File: config.mk
export PLATFORM = sky130hd
export DESIGN_NAME = artnet_packet_classifier_core
export DESIGN_NICKNAME = d
export VERILOG_FILES = /design/src/hw/rtl/apc_pkg.sv /design/src/hw/rtl/artnet_packet_classifier_core.sv /design/src/hw/rtl/apc_ram.sv
export SDC_FILE = /design/constraint.sdc
export NUM_CORES = 2
export LEC_CHECK = 0
export BUFFER_PORTS_ARGS = -buffer_cell sky130_fd_sc_hd__buf_2
export CORE_MARGIN = 5
export CORE_UTILIZATION = 30
export CTS_BUF_LIST = sky130_fd_sc_hd__clkbuf_4
export CTS_CLUSTER_DIAMETER = 80
export DETAILED_ROUTE_END_ITERATION = 7
export PLACE_DENSITY = 0.52
export SETUP_SLACK_MARGIN = 0.3
export SYNTH_ARGS = -nofsm -noshare
export SYNTH_HDL_FRONTEND = slang
export SYNTH_SLANG_ARGS = --single-unit
File: constraint.sdc
create_clock -name clk -period 7.3 [get_ports clk]
set_input_delay 0.73 -clock clk [delete_from_list [all_inputs] [get_ports clk]]
set_output_delay 0.73 -clock clk [all_outputs]
set_load 0.03 [all_outputs]
File: src/hw/rtl/apc_pkg.sv
// ----------------------------------------------------------------------------
// apc_pkg
// Shared types, constants and helpers for the Art-Net packet classifier.
// ----------------------------------------------------------------------------
package apc_pkg;

  // Configuration register indexes
  localparam logic [1:0] REG_POLL_REPLY_ENABLE = 2'd0;
  localparam logic [1:0] REG_DMX_MIN_BYTES     = 2'd1;
  localparam logic [1:0] REG_POLL_MIN_BYTES    = 2'd2;

  localparam int CFG_W = 11;

  // Reset values of the configuration registers
  localparam logic [CFG_W-1:0] DMX_MIN_RESET  = 11'd530;
  localparam logic [CFG_W-1:0] POLL_MIN_RESET = 11'd14;

  // Opcodes
  localparam logic [15:0] OPC_DMX  = 16'h5000;
  localparam logic [15:0] OPC_POLL = 16'h2000;

  // Header byte offsets
  localparam int SIG_BYTES   = 8;
  localparam int POS_OPC_LO  = 8;
  localparam int POS_OPC_HI  = 9;
  localparam int MIN_HEADER  = 12;
  localparam int POS_SEQ     = 12;
  localparam int POS_UNI_LO  = 14;
  localparam int POS_UNI_HI  = 15;
  localparam int POS_LEN_HI  = 16;
  localparam int POS_LEN_LO  = 17;

  // Legal DMX channel count
  localparam logic [15:0] CHAN_MIN = 16'd2;
  localparam logic [15:0] CHAN_MAX = 16'd512;

  // Output queue
  localparam int QDEPTH = 4;
  localparam int Q_AW   = 2;

  localparam int OUT_TDATA_W = 208;

  typedef enum logic [1:0] {
    ST_INVALID = 2'd0,
    ST_DMX     = 2'd1,
    ST_POLL    = 2'd2,
    ST_IGNORED = 2'd3
  } status_t;

  // One summary, packed with packet_status in the lowest bits
  typedef struct packed {
    logic [31:0] jump_total;
    logic [31:0] poll_total;
    logic [31:0] dmx_total;
    logic [31:0] invalid_total;
    logic [31:0] total_packets;
    logic        reply_request;
    logic        sequence_jump;
    logic [7:0]  sequence_number;
    logic [15:0] channel_count;
    logic [15:0] universe;
    status_t     packet_status;
  } result_t;

  localparam int RESULT_W = $bits(result_t);

  // "Art-Net" followed by a zero byte
  function automatic logic [7:0] sig_byte(input logic [2:0] idx);
    logic [7:0] b;
    case (idx)
      3'd0: b = 8'h41;
      3'd1: b = 8'h72;
      3'd2: b = 8'h74;
      3'd3: b = 8'h2D;
      3'd4: b = 8'h4E;
      3'd5: b = 8'h65;
      3'd6: b = 8'h74;
      3'd7: b = 8'h00;
      default: b = 8'h00;
    endcase
    return b;
  endfunction

  // Saturating counter step
  function automatic logic [31:0] sat_inc(input logic [31:0] v, input logic en);
    logic [31:0] r;
    r = v;
    if (en && (v != 32'hFFFF_FFFF)) begin
      r = v + 32'd1;
    end
    return r;
  endfunction

endpackage

File: src/hw/rtl/artnet_packet_classifier_core.sv
// ----------------------------------------------------------------------------
// artnet_packet_classifier_core
// Art-Net datagram classifier: header capture, per-universe sequence check
// and saturating statistics, one summary per datagram.
// ----------------------------------------------------------------------------
// Throughput: one payload byte per clock, also across datagrams, as long as
//   the output queue has room; m_tready back-pressure can hold s_tready low.
// Summary path: held in stage 1 for the table read, then updated and queued.
// Reset: synchronous rst clears control, counters and capture state, then a
//   clearing pass over every table entry zeroes the sequence table; no byte
//   is accepted during that pass. Configuration writes are taken when rst is low.
// ----------------------------------------------------------------------------
module artnet_packet_classifier_core #(
  parameter int UNIVERSE_SLOTS   = 16,
  parameter int MAX_PACKET_BYTES = 1024
) (
  input  logic                          clk,
  input  logic                          rst,
  // configuration write port
  input  logic                          cfg_wr_en,
  input  logic [1:0]                    cfg_index,
  input  logic [apc_pkg::CFG_W-1:0]     cfg_data,
  // byte stream in
  input  logic                          s_tvalid,
  output logic                          s_tready,
  input  logic [7:0]                    s_tdata,   // [7:0] data_byte
  input  logic                          s_tlast,   // last_byte
  // summary stream out
  output logic                          m_tvalid,
  input  logic                          m_tready,
  // [1:0] packet_status, [17:2] universe, [33:18] channel_count,
  // [41:34] sequence_number, [42] sequence_jump, [43] reply_request,
  // [75:44] total_packets, [107:76] invalid_total, [139:108] dmx_total,
  // [171:140] poll_total, [203:172] jump_total, [207:204] zero
  output logic [apc_pkg::OUT_TDATA_W-1:0] m_tdata
);

  import apc_pkg::*;

  localparam int AW    = (UNIVERSE_SLOTS > 1) ? $clog2(UNIVERSE_SLOTS) : 1;
  localparam int POS_W = $clog2(MAX_PACKET_BYTES + 1);
  localparam int CMP_W = (POS_W > CFG_W) ? POS_W : CFG_W;

  // --------------------------------------------------------------------------
  // Configuration registers
  // --------------------------------------------------------------------------
  logic             poll_reply_enable;
  logic [CFG_W-1:0] dmx_min_bytes;
  logic [CFG_W-1:0] poll_min_bytes;

  always_ff @(posedge clk) begin
    if (rst) begin
      poll_reply_enable <= 1'b1;
      dmx_min_bytes     <= DMX_MIN_RESET;
      poll_min_bytes    <= POLL_MIN_RESET;
    end else if (cfg_wr_en) begin
      case (cfg_index)
        REG_POLL_REPLY_ENABLE: poll_reply_enable <= cfg_data[0];
        REG_DMX_MIN_BYTES:     dmx_min_bytes     <= cfg_data;
        REG_POLL_MIN_BYTES:    poll_min_bytes    <= cfg_data;
        default: ;  // unknown index: drop the write
      endcase
    end
  end

  // --------------------------------------------------------------------------
  // Header capture: one byte per request, positions past the size limit are
  // ignored so the length saturates at MAX_PACKET_BYTES.
  // --------------------------------------------------------------------------
  logic [POS_W-1:0] pos, pos_next;
  logic             sig_ok, sig_ok_next;
  logic [15:0]      opcode, opcode_next;
  logic [7:0]       seq, seq_next;
  logic [15:0]      uni, uni_next;
  logic [15:0]      len, len_next;

  logic in_fire;
  assign in_fire = s_tvalid && s_tready;

  always_comb begin
    pos_next    = pos;
    sig_ok_next = sig_ok;
    opcode_next = opcode;
    seq_next    = seq;
    uni_next    = uni;
    len_next    = len;
    if (pos < POS_W'(MAX_PACKET_BYTES)) begin
      if (pos < POS_W'(SIG_BYTES)) begin
        if (s_tdata != sig_byte(pos[2:0])) begin
          sig_ok_next = 1'b0;
        end
      end else if (pos == POS_W'(POS_OPC_LO)) begin
        opcode_next[7:0] = s_tdata;
      end else if (pos == POS_W'(POS_OPC_HI)) begin
        opcode_next[15:8] = s_tdata;
      end else if (pos == POS_W'(POS_SEQ)) begin
        seq_next = s_tdata;
      end else if (pos == POS_W'(POS_UNI_LO)) begin
        uni_next[7:0] = s_tdata;
      end else if (pos == POS_W'(POS_UNI_HI)) begin
        uni_next[15:8] = s_tdata;
      end else if (pos == POS_W'(POS_LEN_HI)) begin
        len_next[15:8] = s_tdata;
      end else if (pos == POS_W'(POS_LEN_LO)) begin
        len_next[7:0] = s_tdata;
      end
      pos_next = pos + POS_W'(1);
    end
  end

  // Classification of the datagram as it stands after the current byte
  status_t     cls_status;
  logic        cls_dmx_proc;
  logic        cls_poll_proc;
  logic        cls_chk;
  logic        cls_reply;
  logic [15:0] cls_uni;
  logic [15:0] cls_cnt;
  logic [7:0]  cls_seq;
  logic        in_table;
  logic [CMP_W-1:0] pos_ext;

  assign pos_ext  = CMP_W'(pos_next);
  assign in_table = ({1'b0, uni_next} < 17'(UNIVERSE_SLOTS));

  always_comb begin
    cls_status    = ST_IGNORED;
    cls_dmx_proc  = 1'b0;
    cls_poll_proc = 1'b0;
    cls_chk       = 1'b0;
    cls_reply     = 1'b0;
    cls_uni       = '0;
    cls_cnt       = '0;
    cls_seq       = '0;
    if ((pos_next < POS_W'(MIN_HEADER)) || !sig_ok_next) begin
      cls_status = ST_INVALID;
    end else if (opcode_next == OPC_DMX) begin
      if (pos_ext >= CMP_W'(dmx_min_bytes)) begin
        cls_dmx_proc = 1'b1;
        cls_uni      = uni_next;
        cls_cnt      = len_next;
        cls_seq      = seq_next;
        if ((len_next < CHAN_MIN) || (len_next > CHAN_MAX)) begin
          cls_status = ST_INVALID;
        end else begin
          cls_status = ST_DMX;
          cls_chk    = in_table;
        end
      end
    end else if (opcode_next == OPC_POLL) begin
      if (pos_ext >= CMP_W'(poll_min_bytes)) begin
        cls_poll_proc = 1'b1;
        cls_status    = ST_POLL;
        cls_reply     = poll_reply_enable;
      end
    end
  end

  always_ff @(posedge clk) begin
    if (rst) begin
      pos    <= '0;
      sig_ok <= 1'b1;
      opcode <= '0;
      seq    <= '0;
      uni    <= '0;
      len    <= '0;
    end else if (in_fire) begin
      if (s_tlast) begin
        // return to the start-of-datagram state
        pos    <= '0;
        sig_ok <= 1'b1;
        opcode <= '0;
        seq    <= '0;
        uni    <= '0;
        len    <= '0;
      end else begin
        pos    <= pos_next;
        sig_ok <= sig_ok_next;
        opcode <= opcode_next;
        seq    <= seq_next;
        uni    <= uni_next;
        len    <= len_next;
      end
    end
  end

  // --------------------------------------------------------------------------
  // Stage 1: summary waits here while the table entry is read
  // --------------------------------------------------------------------------
  logic          s1_valid;
  status_t       s1_status;
  logic          s1_dmx_proc;
  logic          s1_poll_proc;
  logic          s1_chk;
  logic          s1_reply;
  logic [15:0]   s1_uni;
  logic [15:0]   s1_cnt;
  logic [7:0]    s1_seq;
  logic          s1_fwd;
  logic [7:0]    s1_fwd_data;

  logic          summ_fire;
  assign summ_fire = in_fire && s_tlast;

  // Table RAM
  logic          clr_busy;
  logic [AW-1:0] clr_idx;
  logic          ram_we;
  logic [AW-1:0] ram_waddr;
  logic [7:0]    ram_wdata;
  logic [AW-1:0] ram_raddr;
  logic [7:0]    ram_rdata;
  logic          upd_we;

  assign ram_raddr = uni_next[AW-1:0];
  assign upd_we    = s1_valid && s1_chk;

  always_comb begin
    if (clr_busy) begin
      ram_we    = 1'b1;
      ram_waddr = clr_idx;
      ram_wdata = '0;
    end else begin
      ram_we    = upd_we;
      ram_waddr = s1_uni[AW-1:0];
      ram_wdata = s1_seq;
    end
  end

  apc_ram #(
    .WIDTH (8),
    .DEPTH (UNIVERSE_SLOTS)
  ) u_seq_table (
    .clk     (clk),
    .wr_en   (ram_we),
    .wr_addr (ram_waddr),
    .wr_data (ram_wdata),
    .rd_addr (ram_raddr),
    .rd_data (ram_rdata)
  );

  always_ff @(posedge clk) begin
    if (rst) begin
      s1_valid <= 1'b0;
    end else begin
      s1_valid <= summ_fire;
    end
    if (summ_fire) begin
      s1_status    <= cls_status;
      s1_dmx_proc  <= cls_dmx_proc;
      s1_poll_proc <= cls_poll_proc;
      s1_chk       <= cls_chk;
      s1_reply     <= cls_reply;
      s1_uni       <= cls_uni;
      s1_cnt       <= cls_cnt;
      s1_seq       <= cls_seq;
      // the write of the previous summary lands at this edge; the read
      // returns old data, so forward the value being written
      s1_fwd       <= upd_we && (s1_uni[AW-1:0] == ram_raddr);
      s1_fwd_data  <= s1_seq;
    end
  end

  // Clearing pass after reset
  always_ff @(posedge clk) begin
    if (rst) begin
      clr_busy <= 1'b1;
      clr_idx  <= '0;
    end else if (clr_busy) begin
      if (clr_idx == AW'(UNIVERSE_SLOTS - 1)) begin
        clr_busy <= 1'b0;
      end
      clr_idx <= clr_idx + AW'(1);
    end
  end

  // --------------------------------------------------------------------------
  // Stage 2: sequence check, table write-back, statistics, queue the summary
  // --------------------------------------------------------------------------
  logic [7:0]  prev_seq;
  logic        s2_jump;
  logic [31:0] cnt_total, cnt_invalid, cnt_dmx, cnt_poll, cnt_jump;
  logic [31:0] cnt_total_next, cnt_invalid_next, cnt_dmx_next, cnt_poll_next;
  logic [31:0] cnt_jump_next;
  result_t     res;

  assign prev_seq = s1_fwd ? s1_fwd_data : ram_rdata;
  assign s2_jump  = s1_chk && (prev_seq != 8'd0) && (s1_seq != (prev_seq + 8'd1));

  assign cnt_total_next   = sat_inc(cnt_total, 1'b1);
  assign cnt_invalid_next = sat_inc(cnt_invalid, s1_status == ST_INVALID);
  assign cnt_dmx_next     = sat_inc(cnt_dmx, s1_dmx_proc);
  assign cnt_poll_next    = sat_inc(cnt_poll, s1_poll_proc);
  assign cnt_jump_next    = sat_inc(cnt_jump, s2_jump);

  always_ff @(posedge clk) begin
    if (rst) begin
      cnt_total   <= '0;
      cnt_invalid <= '0;
      cnt_dmx     <= '0;
      cnt_poll    <= '0;
      cnt_jump    <= '0;
    end else if (s1_valid) begin
      cnt_total   <= cnt_total_next;
      cnt_invalid <= cnt_invalid_next;
      cnt_dmx     <= cnt_dmx_next;
      cnt_poll    <= cnt_poll_next;
      cnt_jump    <= cnt_jump_next;
    end
  end

  always_comb begin
    res.packet_status   = s1_status;
    res.universe        = s1_uni;
    res.channel_count   = s1_cnt;
    res.sequence_number = s1_seq;
    res.sequence_jump   = s2_jump;
    res.reply_request   = s1_reply;
    res.total_packets   = cnt_total_next;
    res.invalid_total   = cnt_invalid_next;
    res.dmx_total       = cnt_dmx_next;
    res.poll_total      = cnt_poll_next;
    res.jump_total      = cnt_jump_next;
  end

  // --------------------------------------------------------------------------
  // Output queue. Stage 2 never stalls, so hold input until the queue has a
  // slot for everything already in flight plus one more summary.
  // --------------------------------------------------------------------------
  result_t       q_mem [QDEPTH];
  logic [Q_AW-1:0] q_wr, q_rd;
  logic [Q_AW:0]   q_count;
  logic            q_pop;

  assign m_tvalid = (q_count != '0);
  assign q_pop    = m_tvalid && m_tready;
  assign m_tdata  = {(OUT_TDATA_W - RESULT_W)'(0), q_mem[q_rd]};
  assign s_tready = !clr_busy && ((q_count + (Q_AW+1)'(s1_valid)) < (Q_AW+1)'(QDEPTH));

  always_ff @(posedge clk) begin
    if (rst) begin
      q_wr    <= '0;
      q_rd    <= '0;
      q_count <= '0;
    end else begin
      if (s1_valid) begin
        q_wr <= q_wr + Q_AW'(1);
      end
      if (q_pop) begin
        q_rd <= q_rd + Q_AW'(1);
      end
      q_count <= q_count + (Q_AW+1)'(s1_valid) - (Q_AW+1)'(q_pop);
    end
    if (s1_valid) begin
      q_mem[q_wr] <= res;
    end
  end

endmodule

File: src/hw/rtl/apc_ram.sv
// ----------------------------------------------------------------------------
// apc_ram
// Generic simple dual-port RAM: one write port, one registered read port.
// ----------------------------------------------------------------------------
module apc_ram #(
  parameter int WIDTH = 8,
  parameter int DEPTH = 16
) (
  input  logic                                  clk,
  input  logic                                  wr_en,
  input  logic [(DEPTH > 1 ? $clog2(DEPTH) : 1)-1:0] wr_addr,
  input  logic [WIDTH-1:0]                      wr_data,
  input  logic [(DEPTH > 1 ? $clog2(DEPTH) : 1)-1:0] rd_addr,
  output logic [WIDTH-1:0]                      rd_data
);

  logic [WIDTH-1:0] mem [DEPTH];

  always_ff @(posedge clk) begin
    if (wr_en) begin
      mem[wr_addr] <= wr_data;
    end
    rd_data <= mem[rd_addr];
  end

endmodule
After elaboration in Yosys (flattened, before gate mapping) --
Memory sizes are Yosys's and may differ from the RTL's. A register that Yosys moved wholly into a read port is not among the register bits. Index checks and enable logic that the tools add are counted.
Cells by class: reduce and logical (&&, ||, !) cells 28, add/subtract/negate cells 12, muxes and demuxes 66, eq/ne operators 20, bitwise operators 4, magnitude comparators 9
Operator list (count):
- 2-to-1 mux 16 bit | 17
- adder 32 x 1 -> 32 bit (second input constant) | 5
- 2-to-1 mux 32 bit | 5
- != test 32 bit (second input constant) | 5
- 2-to-1 mux 8 bit | 19
- == test 11 x 4 -> 1 bit (second input constant) | 5
- == test 11 x 5 -> 1 bit (second input constant) | 2
- >= comparator 11 bit | 2
- less-than comparator 11 x 4 -> 1 bit (second input constant) | 2
- 2-to-1 mux 11 bit | 2
- == test 16 x 14 -> 1 bit (second input constant) | 1
- == test 16 x 15 -> 1 bit (second input constant) | 1
- > comparator 16 x 10 -> 1 bit (second input constant) | 1
- less-than comparator 16 x 2 -> 1 bit (second input constant) | 1
- less-than comparator 16 x 5 -> 1 bit (second input constant) | 1
- 2-to-1 mux 1 bit | 16
- != test 8 bit | 2
- logical AND 1 bit | 12
- adder 11 x 1 -> 11 bit (second input constant) | 1
- less-than comparator 11 bit (second input constant) | 1
- adder 8 x 1 -> 8 bit (second input constant) | 1
- 2-to-1 mux 2 bit | 4
- nonzero test 8 bit | 1
- OR reduction 4 bit | 2
- 19 further kinds | 30
Word-level totals: bits in read-only memories 56, bits in writable memories 944, word-level logic and storage cells 172, memories 3, register bits after elaboration 319, output and inout port bits 210, bits of input ports 27
Memory list:
- q_mem | depth 4, bits a word 204, read ports 1, clocked after Yosys merged registers in 1, write ports 1, RTL line artnet_packet_classifier_core.sv:330 | result_t q_mem [QDEPTH];
- u_seq_table.mem | depth 16, bits a word 8, read ports 1, clocked after Yosys merged registers in 1, write ports 1, RTL line apc_ram.sv:17 | logic [WIDTH-1:0] mem [DEPTH];
- (name not given) | depth 8, bits a word 7, read ports 1, clocked after Yosys merged registers in 1, write ports 0, RTL line apc_pkg.sv:70 | case (idx)

Longest topological paths before layout --
word-level depth 15, gate-level depth with buffers 15, depth with buffers taken out 13

Cells and area by module --
Synthesis repeated with hierarchy kept, for this count alone.
Second synthesis, totals: cells, all modules 3522, area total of the unflattened synthesis 53262.3 um^2
By module, submodules not included:
- artnet_packet_classifier_core | cells an instance 3293, times used 1, area each 48114.9 um^2
- apc_ram | cells an instance 229, times used 1, area each 5147.4 um^2

Least setup slack after synthesis --
Ideal clock, no wire load.
kind register -> register, start register s1_valid, end memory q_mem[0][0] in the netlist's numbering, enable pin, arrival 6.072 ns, path buffers 4, stages on the path, launching flop included 6, setup slack 0.639 ns, data required time 6.711 ns, path through dfxtp_1 clkbuf_1 clkbuf_1 clkbuf_1 clkbuf_1 and2_1
Between the ends: longest elaborated chain between the ends 2
Ends and longest elaborated chain:
- start, declared | RTL line artnet_packet_classifier_core.sv:190 | logic s1_valid;
- start signal, assigned | RTL line artnet_packet_classifier_core.sv:246 | s1_valid <= summ_fire;
- 2-to-1 mux 1 bit | RTL line artnet_packet_classifier_core.sv:354 | if (s1_valid) begin
- 2-to-1 mux 1 bit (implied by the code) | RTL line artnet_packet_classifier_core.sv:355 | q_mem[q_wr] <= res;
- end, declared | RTL line artnet_packet_classifier_core.sv:330
No other way between the ends.

==> metrics.md <==
| Metric | Value |
|---|---|
| Sequential area share after synthesis | 66.7% |
| CTS-repair resized insts | 0 |
| CTS tree | done |
| Hpwl dp | 80200 µm |
| Num Clock Sinks | roughly 1300 |
| Max Freq | 0.223 GHz |
| Vias in the first global route | 33198 |
| Final ANT Viol Nets | 0 |
| Peak VDD IR | 0.148 mV |
| XOR/XNOR Fraction of Synth Area | 4.87% |
| Cells after Synth | between 3000 and 4000 |
| Skew final | 122 ps |
| HP Class | primary input to flop |
| CP max FO | just over 90 |
| CTS Hold Bufs | 54 |
| Largest net degree at the start of global routing | roughly 130 |
| Multiplexer share of the synthesized area | 9.97% |
| Max Slew Vio Count | 0 |
| Wirelength per Cell | around 19 µm |
| Slowest CP cell | dfxtp_4 |
| EDFF count, synth | 999 |
| Setup bufs post-CTS | 0 |
| DRT Wirelength | 131000 µm |
| Utilization after layout | 35.2% |
| CTS Buffer Depth | 4 |
| Die area | 186000 µm² |
| Final period util | 61.6% |
| Final nets | 4265 |
| Main synth FF type | edfxtp_1 |
| Mapped Area | around 53000 µm² |
| CTS Root Cell | clkbuf_4 |
| H-tree levels | 5 |
| Global-route wire length before repair | 200000 µm |
| Synth Register Bits | 1280 |
| Remaining DRCs | 0 |
| CP Launch Type | flop |
| Syn_area_per_cell | between 10 and 15 µm² |
| Final hold violations | 0 |
| Crit-path max cell delay | roughly 740 ps |
| Netlist cell types | 76 |
| DIE HEIGHT | between 400 and 500 µm |
| Port buffer count | 232 |
| Initial Utilization | between 30% and 40% |
| Vias per cell | around 4.8 |
| Status | completed |
| Ys async rst share | 0% |
| Fraction of layout instances using a drive strength above 1 | 24.9% |
| Overflow left after global routing | 0 |
| Die X | 432 µm |
| Compound-cell area share of the yosys netlist | 3.84% |
| Leakage | 0.0210 µW |
| TNS Setup | 0 ps |
| Setup crit end kind | primary output |
| Slew HR | around 19% |
| Data arrival, critical path | 3760 ps |
| Clock latency on the worst-skew pair | 1320 ps |
| Largest family of logic cells by synthesized area | simple AND/OR/NAND/NOR gates |
| # IOs | 237 |
| Synth warnings | 0 |
| Final min period | 4490 ps |
| Area of the core | between 150000 and 200000 µm² |
| DR vias | 32406 |
| Total power density per cell area | 254 nW/µm² |
| Crit path cell chain | buf_12, mux4_2, buf_2 |
| Initial antenna violation count | 5 |
| Placer Congestion | 0.784 |
| # rows | 154 |
| WS Path Type | flop to primary output |
| Worst-Margin Slew | 1210 ps |
| Max cap viols | 0 |
| Num CTS Buffers | roughly 360 |
| Most common cell after layout, fill and taps aside | edfxtp_1 |
| Simple-gate share of the synthesized area | 11.3% |
| Area Growth Syn to Fin | 16.2% |
| CTS clk-pin slew, worst paths | 70 ps |
| Worst EP required | 6570 ps |
| Final setup violation count | 0 |
| Drt pass-1 iters | 8 |
| RSZ-0062 raised after global routing | no |
| Most frequent cells in the layout | edfxtp_1, clkbuf_4, nor2_1 |
| GRT Total Usage | between 10 and 15% |
| DR iter-0 viols | ~2000 |
| Post-Synth Adder-Cell Area | 1.13% |
-- sequential cells by signal (all words and copies together) (netlist names), 32 cells and up, named ones only --
signal	cells
u_seq_table.mem	128
cnt_total	32
cnt_dmx	32
cnt_invalid	32
q_mem	816
cnt_poll	32
cnt_jump	32
-- cells in the mapped netlist, types with 53 or more instances --
library cell    n  area, µm²
nand3_1       141        706
xor2_1        148       1300
xnor2_1       149       1310
nand4_1        79        494
dfxtp_1       281       5630
clkbuf_1      136        510
a22oi_1        60        450
mux4_2        204       4590
nand2_1       337       1260
edfxtp_1      999      30000
nor2_1        340       1280
inv_1          53        199
a21oi_1       109        546
nor3_1         60        300
-- critical path: cells and delay by family (launching register included) --
kind	cells	cell delay, ps
DFF	1	740
muxes	1	700
buffers and inverters	2	830
-- stage by stage --
step	setup WS (ps)	std cells	instance area, µm²	hold slack (ps)	total power (µW)
final	2810	6818	62000	251	15800
after global routing	2360	6817	62000	78.1	16600
after CTS	2420	6808	62000	0.263	16100
after detailed placement	3430	6112	56900	449	9530
after global placement	3540	6112	56900	445	9530
after floorplan	639	3732	53400	436	9050
-- where the power goes --
group | leakage (µW) | total [µW] | switching, µW | internal [µW]
combinational | 0.00665 | 1500 | 938 | 562
clock | 0.00275 | 6410 | 2950 | 3470
sequential | 0.0116 | 7840 | 54.4 | 7780
total | 0.0210 | 15800 | 3940 | 11800
-- per-layer routing --
layer	wire (µm)	track usage, %
met1	55300	17.0
met2	66200	23.9
met3	6260	3.30
met4	2920	4.54
met5	0	0
-- area by class of cell --
| class | instances | area (µm²) |
|---|---|---|
| Inverter | 53 | 199 |
| Sequential cell | 1280 | 35600 |
| Timing Repair Buffer | 319 | 2060 |
| Fill cell | 17363 | 114000 |
| Clock buffer | 551 | 4140 |
| Clock inverter | 91 | 390 |
| Multi-Input combinational cell | 2174 | 16700 |
| Tap cell | 2340 | 2930 |
| Antenna cell | 10 | 25.0 |
-- final timing paths --
| check | endpoint | cells past startpoint | startpoint | slack [ps] |
|---|---|---|---|---|
| worst max register to register | s1_uni[3] | 13 | pos[0] | 3410 |
| worst max-delay path | m_tdata[3] | 3 | flop | 2810 |
| worst min-delay path | dmx_min_bytes[2] | 4 | cfg_data[2] | 250 |
| worst min register to register | poll_min_bytes[6] | 2 | poll_min_bytes[6] | 460 |
-- cells by family after synthesis --
logic type      Yosys count
flops                  1280
simple gates           1241
compound gates          311
xor+xnor                297
buf+inv                 278
mux                     273
fa+ha+maj                48
other cells               1
Note: power is estimated with default switching activity, not from simulation.
